==> src/design/assert_macros.svh <==
// Assertion helpers. Both sample on clk and stay off while rst_n is low.
`ifndef ASSERT_MACROS_SVH
`define ASSERT_MACROS_SVH

// Same-cycle implication
`define CGCF_ASSERT_IMP(lbl, ante, cons) \
  lbl: assert property (@(posedge clk) disable iff (!rst_n) (ante) |-> (cons)) \
    else $error("cgcf assertion failed");

// Next-cycle implication
`define CGCF_ASSERT_NEXT(lbl, ante, cons) \
  lbl: assert property (@(posedge clk) disable iff (!rst_n) (ante) |=> (cons)) \
    else $error("cgcf assertion failed");

`endif

==> src/design/cgcf_pkg.sv <==
package cgcf_pkg;

  localparam int N_VTX     = 7;
  localparam int VTX_W     = 3;
  localparam int MASK_W    = N_VTX * (N_VTX - 1) / 2;
  localparam int PAIR_W    = 5;
  localparam int CNT_W     = VTX_W;
  localparam int CNT_DEPTH = 2 * (1 << VTX_W);
  localparam int CADDR_W   = VTX_W + 1;
  localparam int CFG_IDX_W = 1;

  localparam logic [CFG_IDX_W-1:0] CFG_ORDER = 1'b0;
  localparam logic [CFG_IDX_W-1:0] CFG_SPLIT = 1'b1;

  typedef logic [N_VTX-1:0][VTX_W-1:0] perm_t;

  typedef struct packed {
    logic              start;
    logic [VTX_W-1:0]  n;
    logic [VTX_W-1:0]  a;
    logic [MASK_W-1:0] mask;
  } job_t;

  typedef struct packed {
    logic idle;
    logic visit;
  } heap_stat_t;

  // bit position of edge (u,v), u != v: hi*(hi-1)/2 + lo
  function automatic logic [PAIR_W-1:0] pair_idx(input logic [VTX_W-1:0] u,
                                                 input logic [VTX_W-1:0] v);
    logic [VTX_W-1:0]   lo;
    logic [VTX_W-1:0]   hi;
    logic [2*VTX_W-1:0] prod;
    lo   = (u < v) ? u : v;
    hi   = (u < v) ? v : u;
    prod = {{VTX_W{1'b0}}, hi} * ({{VTX_W{1'b0}}, hi} - {{(2*VTX_W-1){1'b0}}, 1'b1});
    return prod[PAIR_W:1] + {{(PAIR_W-VTX_W){1'b0}}, lo};
  endfunction

endpackage

==> src/design/cgcf_ram.sv <==
module cgcf_ram #(
  parameter int WIDTH = 8,
  parameter int DEPTH = 16
) (
  input  logic                     clk,
  input  logic                     we,
  input  logic [$clog2(DEPTH)-1:0] waddr,
  input  logic [WIDTH-1:0]         wdata,
  input  logic                     re,
  input  logic [$clog2(DEPTH)-1:0] raddr,
  output logic [WIDTH-1:0]         rdata
);

  logic [WIDTH-1:0] mem [DEPTH];

  // read-first on a same-address collision
  always_ff @(posedge clk) begin
    if (we) begin
      mem[waddr] <= wdata;
    end
    if (re) begin
      rdata <= mem[raddr];
    end
  end

endmodule

==> src/design/cgcf_heap.sv <==
module cgcf_heap (
  input  logic                 clk,
  input  logic                 rst_n,
  input  cgcf_pkg::job_t       job,
  output cgcf_pkg::perm_t      perm,
  output cgcf_pkg::heap_stat_t stat
);

  localparam logic [1:0] HS_IDLE  = 2'd0;
  localparam logic [1:0] HS_CLEAR = 2'd1;
  localparam logic [1:0] HS_ISSUE = 2'd2;
  localparam logic [1:0] HS_RUN   = 2'd3;

  localparam logic PART_X = 1'b0;
  localparam logic PART_H = 1'b1;

  logic [1:0]                     hs_r, hs_nxt;
  logic                           part_r, part_nxt;
  logic [cgcf_pkg::VTX_W-1:0]     lvl_r, lvl_nxt;
  logic [cgcf_pkg::CADDR_W-1:0]   clr_r, clr_nxt;
  logic                           fwd_r, fwd_nxt;
  logic [cgcf_pkg::CNT_W-1:0]     fwd_data_r, fwd_data_nxt;
  logic [cgcf_pkg::VTX_W-1:0]     n_r, n_nxt;
  logic [cgcf_pkg::VTX_W-1:0]     a_r, a_nxt;
  cgcf_pkg::perm_t                perm_r, perm_nxt;
  logic                           visit_r;

  logic                           we, re;
  logic [cgcf_pkg::CADDR_W-1:0]   waddr, raddr;
  logic [cgcf_pkg::CNT_W-1:0]     wdata, rdata;

  logic [cgcf_pkg::VTX_W-1:0]     kx, k_cur, base, tgt_k, tgt_lvl;
  logic [cgcf_pkg::VTX_W-1:0]     pos_a, pos_b;
  logic [cgcf_pkg::CNT_W-1:0]     cur_c;
  logic                           tgt_part, do_swap, start_ok;

  // Heap counters c[level], one bank per part
  cgcf_ram #(
    .WIDTH (cgcf_pkg::CNT_W),
    .DEPTH (cgcf_pkg::CNT_DEPTH)
  ) u_cnt_ram (
    .clk   (clk),
    .we    (we),
    .waddr (waddr),
    .wdata (wdata),
    .re    (re),
    .raddr (raddr),
    .rdata (rdata)
  );

  always_comb begin
    kx       = n_r - a_r;
    k_cur    = (part_r == PART_H) ? a_r : kx;
    base     = (part_r == PART_H) ? '0 : a_r;
    cur_c    = fwd_r ? fwd_data_r : rdata;
    start_ok = (hs_r == HS_IDLE) && job.start;

    hs_nxt       = hs_r;
    part_nxt     = part_r;
    lvl_nxt      = lvl_r;
    clr_nxt      = clr_r;
    fwd_nxt      = 1'b0;
    fwd_data_nxt = fwd_data_r;
    n_nxt        = n_r;
    a_nxt        = a_r;
    we           = 1'b0;
    waddr        = {part_r, lvl_r};
    wdata        = '0;
    re           = 1'b0;
    raddr        = {part_r, lvl_r};
    do_swap      = 1'b0;
    pos_a        = base;
    pos_b        = base + lvl_r;
    tgt_part     = part_r;
    tgt_lvl      = lvl_r;
    tgt_k        = k_cur;

    case (hs_r)
      HS_IDLE: begin
        if (job.start) begin
          hs_nxt  = HS_CLEAR;
          clr_nxt = '0;
          n_nxt   = job.n;
          a_nxt   = job.a;
        end
      end
      HS_CLEAR: begin
        we      = 1'b1;
        waddr   = clr_r;
        clr_nxt = clr_r + 1'b1;
        if (clr_r == cgcf_pkg::CADDR_W'(cgcf_pkg::CNT_DEPTH - 1)) begin
          hs_nxt   = HS_ISSUE;
          part_nxt = PART_X;
          lvl_nxt  = cgcf_pkg::VTX_W'(1);
        end
      end
      HS_ISSUE: begin
        if (lvl_r < k_cur) begin
          re     = 1'b1;
          hs_nxt = HS_RUN;
        end else if (part_r == PART_X) begin
          // X sweep done, take one step of the H loop
          part_nxt = PART_H;
          lvl_nxt  = cgcf_pkg::VTX_W'(1);
        end else begin
          hs_nxt = HS_IDLE;
        end
      end
      HS_RUN: begin
        we = 1'b1;
        if (cur_c < lvl_r) begin
          wdata    = cur_c + 1'b1;
          do_swap  = 1'b1;
          pos_a    = base + (lvl_r[0] ? cur_c : '0);
          tgt_part = PART_X;
          tgt_lvl  = cgcf_pkg::VTX_W'(1);
        end else begin
          wdata    = '0;
          tgt_part = part_r;
          tgt_lvl  = lvl_r + 1'b1;
        end
        part_nxt = tgt_part;
        lvl_nxt  = tgt_lvl;
        tgt_k    = (tgt_part == PART_H) ? a_r : kx;
        if (tgt_lvl < tgt_k) begin
          re    = 1'b1;
          raddr = {tgt_part, tgt_lvl};
          // RAM is read-first: bypass the value written this cycle
          fwd_nxt      = ({tgt_part, tgt_lvl} == {part_r, lvl_r});
          fwd_data_nxt = wdata;
        end else begin
          hs_nxt = HS_ISSUE;
        end
      end
      default: begin
        hs_nxt = HS_IDLE;
      end
    endcase

    for (int k = 0; k < cgcf_pkg::N_VTX; k++) begin
      if (start_ok) begin
        perm_nxt[k] = cgcf_pkg::VTX_W'(k);
      end else if (do_swap && (cgcf_pkg::VTX_W'(k) == pos_a)) begin
        perm_nxt[k] = perm_r[pos_b];
      end else if (do_swap && (cgcf_pkg::VTX_W'(k) == pos_b)) begin
        perm_nxt[k] = perm_r[pos_a];
      end else begin
        perm_nxt[k] = perm_r[k];
      end
    end
  end

  always_ff @(posedge clk) begin
    if (!rst_n) begin
      hs_r    <= HS_IDLE;
      fwd_r   <= 1'b0;
      visit_r <= 1'b0;
    end else begin
      hs_r    <= hs_nxt;
      fwd_r   <= fwd_nxt;
      visit_r <= do_swap;
    end
  end

  always_ff @(posedge clk) begin
    part_r     <= part_nxt;
    lvl_r      <= lvl_nxt;
    clr_r      <= clr_nxt;
    fwd_data_r <= fwd_data_nxt;
    n_r        <= n_nxt;
    a_r        <= a_nxt;
    perm_r     <= perm_nxt;
  end

  assign perm       = perm_r;
  assign stat.idle  = (hs_r == HS_IDLE);
  assign stat.visit = visit_r;

endmodule

==> src/design/cgcf_image.sv <==
module cgcf_image (
  input  logic                          clk,
  input  logic                          rst_n,
  input  cgcf_pkg::job_t                job,
  input  cgcf_pkg::perm_t               perm,
  input  logic                          visit,
  output logic [cgcf_pkg::MASK_W-1:0]   best,
  output logic                          canon,
  output logic                          busy
);

  logic [cgcf_pkg::MASK_W-1:0] mask_r;
  logic [cgcf_pkg::MASK_W-1:0] best_r;
  logic [cgcf_pkg::MASK_W-1:0] img_r;
  logic [cgcf_pkg::MASK_W-1:0] img_c;
  logic                        img_v_r;

  // relabelled mask: edge (i,j) of the image is edge (perm[i],perm[j])
  always_comb begin
    img_c = '0;
    for (int j = 1; j < cgcf_pkg::N_VTX; j++) begin
      for (int i = 0; i < j; i++) begin
        img_c[cgcf_pkg::pair_idx(cgcf_pkg::VTX_W'(i), cgcf_pkg::VTX_W'(j))] =
          mask_r[cgcf_pkg::pair_idx(perm[i], perm[j])];
      end
    end
  end

  always_ff @(posedge clk) begin
    if (!rst_n) begin
      img_v_r <= 1'b0;
    end else begin
      img_v_r <= visit;
    end
  end

  always_ff @(posedge clk) begin
    if (visit) begin
      img_r <= img_c;
    end
    if (job.start) begin
      mask_r <= job.mask;
      best_r <= job.mask;
    end else if (img_v_r && (img_r < best_r)) begin
      best_r <= img_r;
    end
  end

  assign best  = best_r;
  assign canon = (best_r == mask_r);
  assign busy  = visit | img_v_r;

endmodule

==> src/design/cgcf_valid.sv <==
module cgcf_valid (
  input  logic           clk,
  input  logic           rst_n,
  input  cgcf_pkg::job_t job,
  output logic           ok,
  output logic           idle
);

  localparam logic [cgcf_pkg::VTX_W-1:0] SUB4 = 3'd4;
  localparam logic [cgcf_pkg::VTX_W-1:0] SUB5 = 3'd5;

  logic                           run_r;
  logic [cgcf_pkg::N_VTX-1:0]     cnt_r;
  logic                           ok_r;
  logic [cgcf_pkg::MASK_W-1:0]    mask_r;
  logic [cgcf_pkg::VTX_W-1:0]     n_r, a_r;

  logic [cgcf_pkg::N_VTX-1:0]     in_lo, h_lo;
  logic [cgcf_pkg::MASK_W-1:0]    pm, hit;
  logic [cgcf_pkg::VTX_W-1:0]     pop;
  logic                           in_range, all_h, all_x, clique, indep, fail;

  function automatic logic [cgcf_pkg::N_VTX-1:0] low_bits(
    input logic [cgcf_pkg::VTX_W-1:0] k);
    logic [cgcf_pkg::N_VTX:0] t;
    t = ({{cgcf_pkg::N_VTX{1'b0}}, 1'b1} << k) - 1'b1;
    return t[cgcf_pkg::N_VTX-1:0];
  endfunction

  // cnt_r walks every vertex subset; 4- and 5-subsets are checked
  always_comb begin
    in_lo = low_bits(n_r);
    h_lo  = low_bits(a_r);
    pop   = '0;
    for (int i = 0; i < cgcf_pkg::N_VTX; i++) begin
      pop = pop + {{(cgcf_pkg::VTX_W-1){1'b0}}, cnt_r[i]};
    end
    pm = '0;
    for (int j = 1; j < cgcf_pkg::N_VTX; j++) begin
      for (int i = 0; i < j; i++) begin
        pm[cgcf_pkg::pair_idx(cgcf_pkg::VTX_W'(i), cgcf_pkg::VTX_W'(j))] =
          cnt_r[i] & cnt_r[j];
      end
    end
    hit      = mask_r & pm;
    clique   = (hit == pm);
    indep    = (hit == '0);
    in_range = ((cnt_r & ~in_lo) == '0);
    all_h    = ((cnt_r & ~h_lo) == '0);
    all_x    = ((cnt_r & h_lo) == '0);
    fail     = in_range &&
               (((pop == SUB4) && ((all_h && clique) || (all_x && indep))) ||
                ((pop == SUB5) && (clique || indep)));
  end

  always_ff @(posedge clk) begin
    if (!rst_n) begin
      run_r <= 1'b0;
    end else if (job.start) begin
      run_r <= 1'b1;
    end else if (run_r && (cnt_r == '1)) begin
      run_r <= 1'b0;
    end
  end

  always_ff @(posedge clk) begin
    if (job.start) begin
      cnt_r  <= '0;
      ok_r   <= 1'b1;
      mask_r <= job.mask;
      n_r    <= job.n;
      a_r    <= job.a;
    end else if (run_r) begin
      cnt_r <= cnt_r + 1'b1;
      ok_r  <= ok_r & ~fail;
    end
  end

  assign ok   = ok_r;
  assign idle = ~run_r;

endmodule

==> src/design/colored_graph_canonical_filter.sv <==
// Canonical-form filter for two-part graphs on up to 7 vertices.
// Input channel (in_valid/in_ready/in_edge_mask): one transaction carries one
// graph as a packed upper-triangle edge mask. Output channel (out_valid/
// out_ready/out_*): one transaction per input with the minimum relabelled mask,
// the canonical flag, the validity flag and keep = canonical & valid.
// Config: cfg_we/cfg_index/cfg_wdata write order (index 0) or split (index 1);
// write only while the block is idle.
// The sequencer first clears all 16 counter-RAM entries, then runs Heap's
// algorithm with H as the outer and X as the inner loop, one counter
// read-modify-write per cycle within a sweep; the issue state between sweeps
// holds the flow. The validity sweep over all 128 vertex subsets runs
// alongside, and a graph finishes only when both are done.
// One graph is processed at a time. A new input is taken while the previous
// result still sits in the output register; a stalled receiver only holds
// back the finish of the next graph.
// Reset (rst_n low, synchronous): order = 7, split = 0, output empty.
`include "assert_macros.svh"

module colored_graph_canonical_filter (
  input  logic                             clk,
  input  logic                             rst_n,
  input  logic                             in_valid,
  output logic                             in_ready,
  input  logic [cgcf_pkg::MASK_W-1:0]      in_edge_mask,
  output logic                             out_valid,
  input  logic                             out_ready,
  output logic [cgcf_pkg::MASK_W-1:0]      out_minimal_image,
  output logic                             out_is_canonical,
  output logic                             out_is_valid,
  output logic                             out_keep,
  input  logic                             cfg_we,
  input  logic [cgcf_pkg::CFG_IDX_W-1:0]   cfg_index,
  input  logic [cgcf_pkg::VTX_W-1:0]       cfg_wdata
);

  localparam logic [1:0] ST_IDLE   = 2'd0;
  localparam logic [1:0] ST_RUN    = 2'd1;
  localparam logic [1:0] ST_FINISH = 2'd2;

  logic [1:0]                  state_r, state_nxt;
  logic [cgcf_pkg::VTX_W-1:0]  order_r, split_r;

  logic                        out_valid_r, out_valid_nxt;
  logic [cgcf_pkg::MASK_W-1:0] out_min_r;
  logic                        out_canon_r, out_ok_r;

  logic [cgcf_pkg::VTX_W-1:0]  n_eff, a_eff;
  logic [cgcf_pkg::PAIR_W-1:0] bits;
  logic [cgcf_pkg::MASK_W:0]   lim;
  logic                        load_out;

  cgcf_pkg::job_t              job;
  cgcf_pkg::perm_t             perm;
  cgcf_pkg::heap_stat_t        heap_stat;
  logic [cgcf_pkg::MASK_W-1:0] img_best;
  logic                        img_canon, img_busy;
  logic                        val_ok, val_idle;

  // config registers
  always_ff @(posedge clk) begin
    if (!rst_n) begin
      order_r <= 3'd7;
      split_r <= '0;
    end else if (cfg_we) begin
      case (cfg_index)
        cgcf_pkg::CFG_ORDER: order_r <= cfg_wdata;
        cgcf_pkg::CFG_SPLIT: split_r <= cfg_wdata;
        default: ;
      endcase
    end
  end

  // order 0 acts as one vertex, split clamps to order; unused mask bits drop
  always_comb begin
    n_eff     = (order_r == '0) ? cgcf_pkg::VTX_W'(1) : order_r;
    a_eff     = (split_r > n_eff) ? n_eff : split_r;
    bits      = cgcf_pkg::pair_idx('0, n_eff);
    lim       = ({{cgcf_pkg::MASK_W{1'b0}}, 1'b1} << bits) - 1'b1;
    job.start = in_valid && in_ready;
    job.n     = n_eff;
    job.a     = a_eff;
    job.mask  = in_edge_mask & lim[cgcf_pkg::MASK_W-1:0];
  end

  cgcf_heap u_heap (
    .clk   (clk),
    .rst_n (rst_n),
    .job   (job),
    .perm  (perm),
    .stat  (heap_stat)
  );

  cgcf_image u_image (
    .clk   (clk),
    .rst_n (rst_n),
    .job   (job),
    .perm  (perm),
    .visit (heap_stat.visit),
    .best  (img_best),
    .canon (img_canon),
    .busy  (img_busy)
  );

  cgcf_valid u_valid (
    .clk   (clk),
    .rst_n (rst_n),
    .job   (job),
    .ok    (val_ok),
    .idle  (val_idle)
  );

  // top control: run until sequencer, image pipe and subset sweep are quiet
  always_comb begin
    state_nxt = state_r;
    load_out  = 1'b0;
    case (state_r)
      ST_IDLE: begin
        if (job.start) begin
          state_nxt = ST_RUN;
        end
      end
      ST_RUN: begin
        if (heap_stat.idle && val_idle && !img_busy) begin
          state_nxt = ST_FINISH;
        end
      end
      ST_FINISH: begin
        // wait here while the previous result is still unclaimed
        if (!out_valid_r || out_ready) begin
          load_out  = 1'b1;
          state_nxt = ST_IDLE;
        end
      end
      default: begin
        state_nxt = ST_IDLE;
      end
    endcase
    out_valid_nxt = load_out ? 1'b1 : (out_ready ? 1'b0 : out_valid_r);
  end

  always_ff @(posedge clk) begin
    if (!rst_n) begin
      state_r     <= ST_IDLE;
      out_valid_r <= 1'b0;
    end else begin
      state_r     <= state_nxt;
      out_valid_r <= out_valid_nxt;
    end
  end

  always_ff @(posedge clk) begin
    if (load_out) begin
      out_min_r   <= img_best;
      out_canon_r <= img_canon;
      out_ok_r    <= val_ok;
    end
  end

  assign in_ready          = (state_r == ST_IDLE);
  assign out_valid         = out_valid_r;
  assign out_minimal_image = out_min_r;
  assign out_is_canonical  = out_canon_r;
  assign out_is_valid      = out_ok_r;
  assign out_keep          = out_canon_r & out_ok_r;

  // sequencer and subset sweep are quiet whenever a new transaction can be taken
  `CGCF_ASSERT_IMP(a_idle_units, state_r == ST_IDLE, heap_stat.idle && val_idle)
  // permutation images only flow while a graph is being processed
  `CGCF_ASSERT_IMP(a_img_in_run, img_busy, state_r == ST_RUN)
  // every visit reaches the compare stage
  `CGCF_ASSERT_NEXT(a_visit_tracked, heap_stat.visit, img_busy)

endmodule
==> config.mk <==
export PLATFORM = sky130hd
export DESIGN_NAME = colored_graph_canonical_filter
export DESIGN_NICKNAME = d
export VERILOG_FILES = /design/src/design/cgcf_pkg.sv /design/src/design/cgcf_ram.sv /design/src/design/cgcf_heap.sv /design/src/design/cgcf_image.sv /design/src/design/cgcf_valid.sv /design/src/design/colored_graph_canonical_filter.sv
export VERILOG_INCLUDE_DIRS = /design/src /design/src/design
export SDC_FILE = /design/constraint.sdc
export NUM_CORES = 1
export LEC_CHECK = 0
export ABC_AREA = 1
export CORE_UTILIZATION = 60
export CTS_BUF_LIST = sky130_fd_sc_hd__clkbuf_16
export DETAILED_ROUTE_END_ITERATION = 8
export DONT_BUFFER_PORTS = 1
export PLACE_DENSITY = 0.75
export SYNTH_ARGS = -nofsm -noshare
export SYNTH_HDL_FRONTEND = slang
export SYNTH_SLANG_ARGS = --single-unit
==> constraint.sdc <==
create_clock -name clk -period 7.1 [get_ports clk]
set_input_delay 0 -clock clk [delete_from_list [all_inputs] [get_ports clk]]
set_output_delay 0 -clock clk [all_outputs]
set_load 0.02 [all_outputs]
==> impl_metrics.csv <==
group,metric,value,unit
clocking,clk_latency,0.56,ns
power,internal-power,4.299,mW
clocking,cts_max_path_buffers,3,
detailed_routing,firstDrtPassIters,9,
setup_path,worst-r2r-cell-count,17,
setup_path,timing.critical_path.from,"u_heap.perm[8]",
sta,layout_setup_ws,0.9357,ns
yosys,synth_top_flop_cell,"edfxtp_1",
detailed_routing,totalWireLength,80.01,mm
die,initial_utilization,60.76,%
yosys,post-synth-top-area-cell,"ha_1",
detailed_routing,route.detailed.vias_per_inst,6.036,
flow_run,drv.max_cap_violation_count,0,
placed_design,dp.final_hpwl,58.34,mm
placed_design,place_ws,1.026,ns
layout,num-fill-cells,3753,
power,clockPowerShare,15.1,%
detailed_routing,detailroute.via_count,25280,
clocking,cts_tree,"yes",
sta,max_slew_margin,17.79,%
yosys,most_used_standard_cells_in_the_synthesized_netlist,"nand2_1 (597), inv_1 (517), ha_1 (388)",
sta,rsz_0062_raised_after_global_routing,"false",
yosys,synth.ff_latch_count,204,
yosys,synth_top_cells_by_area,"ha_1 (19%), edfxtp_1 (18%), nand2_1 (8.6%)",
sta,timing_worst_slew_pin_value,1.232,ns
die,io_pins,56,
setup_path,cp_data_required_time,7.39,ns
die,design.die.area,44370,µm²
setup_path,critPathArrivalTime,6.45,ns
setup_path,critical_path.top_delay_family,"adder cells",
power,pwr_density_cell,313.9,nW/µm²
placed_design,io_buffers,0,
yosys,synthArstFlopShare,0,%
yosys,synthesis.area_per_instance,7.409,µm²
setup_path,worst-setup-path-type,"reg2reg",
sta,timing_limited_maximum_frequency,162.2,MHz
yosys,netlist-cell-type-count,60,
power,p_sw,4.528,mW
power,leakage,13.30,nW
sta,finalHoldViolCount,0,
die,die_w,210.6,µm
sta,worst_hold_slack,0.1526,ns
clocking,tritoncts.num_buffers,24,
yosys,yosys.cell_count.top_type,"nand2_1",
detailed_routing,drt-initial-drc-count,2389,
setup_path,kind_of_launch_point_of_the_worst_setup_path,"register",
detailed_routing,drcViolationCount,0,
clocking,cts_repair_resize_count,0,
layout,ff_latch_area,5687,µm²
sta,timing.final.crit_share,86.82,%
sta,timing.final.setup_violations,0,
layout,drive_gt1_share,4.942,%
grt,grt_start_max_net_pins,43,
setup_path,crit_path_max_incr_delay,0.68,ns
placed_design,gp_congestion,0.9558,
setup_path,rr_startpoint,"u_heap.perm[8]",
sta,finClkSkew,0.03325,ns
setup_path,cp_cell_sequence,"inv_1 -> ha_1 -> o21bai_1 -> o21ai_0 -> inv_1 -> ha_1 -> inv_1 -> ha_1 -> or2_2 -> fa_1 -> fa_1 -> inv_1 -> ha_1 -> xnor2_1 -> a21oi_1 -> o311ai_0 -> o31ai_1",
yosys,synth_sequential_area_ratio,21.77,%
layout,final_nets,4095,
yosys,synthesis.instances,3525,
yosys,synth_enable_flop_cells,160,
power,pwr-share-seq,19.4,%
sta,timing_max_transition_violations_final,0,
power,vdd.ir_drop.worst,0.3041,mV
run_status,status,"finished clean",
placed_design,post_dp_cell_area,26950,µm²
layout,multi_input_gate_area_in_the_final_layout,18140,µm²
setup_path,worst_r2r_endpoint,"u_image.img_r[8]",
yosys,post-synth-top-area-fraction,18.59,%
clocking,root_driver,"clkbuf_16",
detailed_routing,drtAntennaViolNets,0,
grt,groute.usage.overall,35.70,%
setup_path,end_kind,"register",
setup_path,cp.buffers_inverters,4,
die,core,42980,µm²
clocking,cts-htree-levels,1,
grt,via_count_of_the_first_global_routing_pass,24210,
grt,global_route.overflow_total,0,
setup_path,crit_slowest_cell,"dfxtp_1",
die,fp-row-count,76,
die,die_height,210.6,µm
yosys,synthesis.yosys.warnings,0,
sta,timing.setup.tns,0,ns
grt,antenna_found_initial,0,
setup_path,reg2reg_setup_slack,0.94,ns
setup_path,critical_path_peak_fanout,12,
power,share_comb_of_total_power,65.5,%
sta,final.min_clock_period,6.164,ns
layout,stdcell_area,28130,µm²
worst_hold_path,holdCritPathClass,"in2reg",
worst_hold_path,hold_path.startpoint,"cfg_wdata[0]",
worst_hold_path,timing.hold.worst_endpoint,"order_r[0]",
grt,first_pass_grt_wire_length,125.0,mm
clocking,cts.clk_slew.worst_paths,0.07,ns
layout,layout-area-overhead-vs-synth,7.694,%
detailed_routing,wl_per_cell,19.10,µm
clocking,post_cts_setup_buffers,0,
yosys,post_synthesis_cell_area,26120,µm²
clocking,cts.sink_count,204,
power,swShare,51.30,%
worst_hold_path,whs_path_depth,3,
## flip-flops by register name, summed over array words and instances, names as in the netlist, 4 cells and up
signal	cells
u_heap.perm	21
out_minimal_image	21
u_heap.clr_r	4
u_image.mask_r	21
u_heap.u_cnt_ram.mem	48
u_valid.cnt_r	7
u_image.best	21
u_image.img_r	21
## power by group through the flow
stage	combinational, mW	clock (mW)	sequential (mW)
finish	5.78	1.33	1.71
detailed placement	5.57	0	1.73
global route	6.42	1.37	1.73
CTS	5.62	1.34	1.71
floorplan	4.28	0	1.65
global placement	5.32	0	1.73
## what timing repair did
action                                  CTS  global route
hold buffers                             34             0
endpoints found under the setup margin    0             0
endpoints found under the hold margin    64             0
## metal layers
metal / vias to the layer above / wire, µm / track usage, %
li1: 11940 / - / -
met1: 11670 / 30940 / 43.89
met2: 1322 / 36210 / 59.42
met3: 350 / 8057 / 6.497
met4: 0 / 4798 / 19.19
met5: - / 0 / 0
## worst register-to-register path, cell delays in order, from the launching register on
cell and delay, ns:
dfxtp_1 0.68, inv_1 0.44, ha_1 0.42, o21bai_1 0.17
o21ai_0 0.63, inv_1 0.12, ha_1 0.21, inv_1 0.05
ha_1 0.23, or2_2 0.31, fa_1 0.50, fa_1 0.55
inv_1 0.04, ha_1 0.32, xnor2_1 0.67, a21oi_1 0.09
o311ai_0 0.35, o31ai_1 0.14
## how the worst max path moves through the flow
stage | endpoint | slack [ns] | depth (start not counted)
global route | u_image.img_r[8] | 0.53 | 17
detailed placement | u_image.img_r[8] | 1.03 | 17
CTS | u_image.img_r[8] | 1.04 | 17
global placement | u_image.img_r[11] | 1.27 | 19
finish | u_image.img_r[8] | 0.94 | 17
floorplan | u_image.img_r[20] | 1.70 | 21
## stage by stage
stage                     util [%]  power [mW]  std cells
after global routing         65.43       9.512       4187
after global placement       62.70       7.042       4109
after detailed placement     62.70       7.299       4109
final                        65.44       8.827       4189
after CTS                    65.43       8.661       4187
after floorplan                  -       5.935       3594
## layout make-up
class                   instances  area share, %
clock buffers                  25          2.224
well taps                     585          2.602
clock inverters                19         0.7296
multi-input cells            2725          64.49
flip-flops and latches        204          20.22
repair buffers                 75          2.304
inverters                     554          7.411
diodes                          2        0.01779
## placed cells by master, fill, tap and decap left out, types with 8 or more instances in the layout
| cell type | count |
|---|---|
| clkinv_1 | 25 |
| o31ai_1 | 23 |
| a31oi_1 | 42 |
| nor3_1 | 20 |
| o21bai_1 | 22 |
| o21ai_1 | 13 |
| ha_1 | 388 |
| o21ai_0 | 361 |
| buf_4 | 41 |
| edfxtp_1 | 160 |
| nand3_2 | 8 |
| o211ai_1 | 23 |
| fa_1 | 93 |
| inv_1 | 519 |
| nand4_1 | 16 |
| nor4_1 | 22 |
| or2_2 | 43 |
| nand2_1 | 597 |
| xor2_1 | 82 |
| a21boi_0 | 15 |
| nor2_1 | 158 |
| a21oi_1 | 357 |
| o311ai_0 | 21 |
| dlygate4sd3_1 | 34 |
| conb_1 | 71 |
| clkbuf_16 | 25 |
| inv_2 | 11 |
| nand3_1 | 224 |
| dfxtp_1 | 43 |
| xnor2_1 | 51 |
## logic make-up after synthesis
logic type | share of synthesized area (%)
simple gates | 18.80
xor+xnor | 4.523
compound gates | 19.37
buf+inv | 9.788
flops | 21.77
other cells | 0.02876
fa+ha+maj | 25.72
No activity file was read; power rests on OpenSTA's default activity.
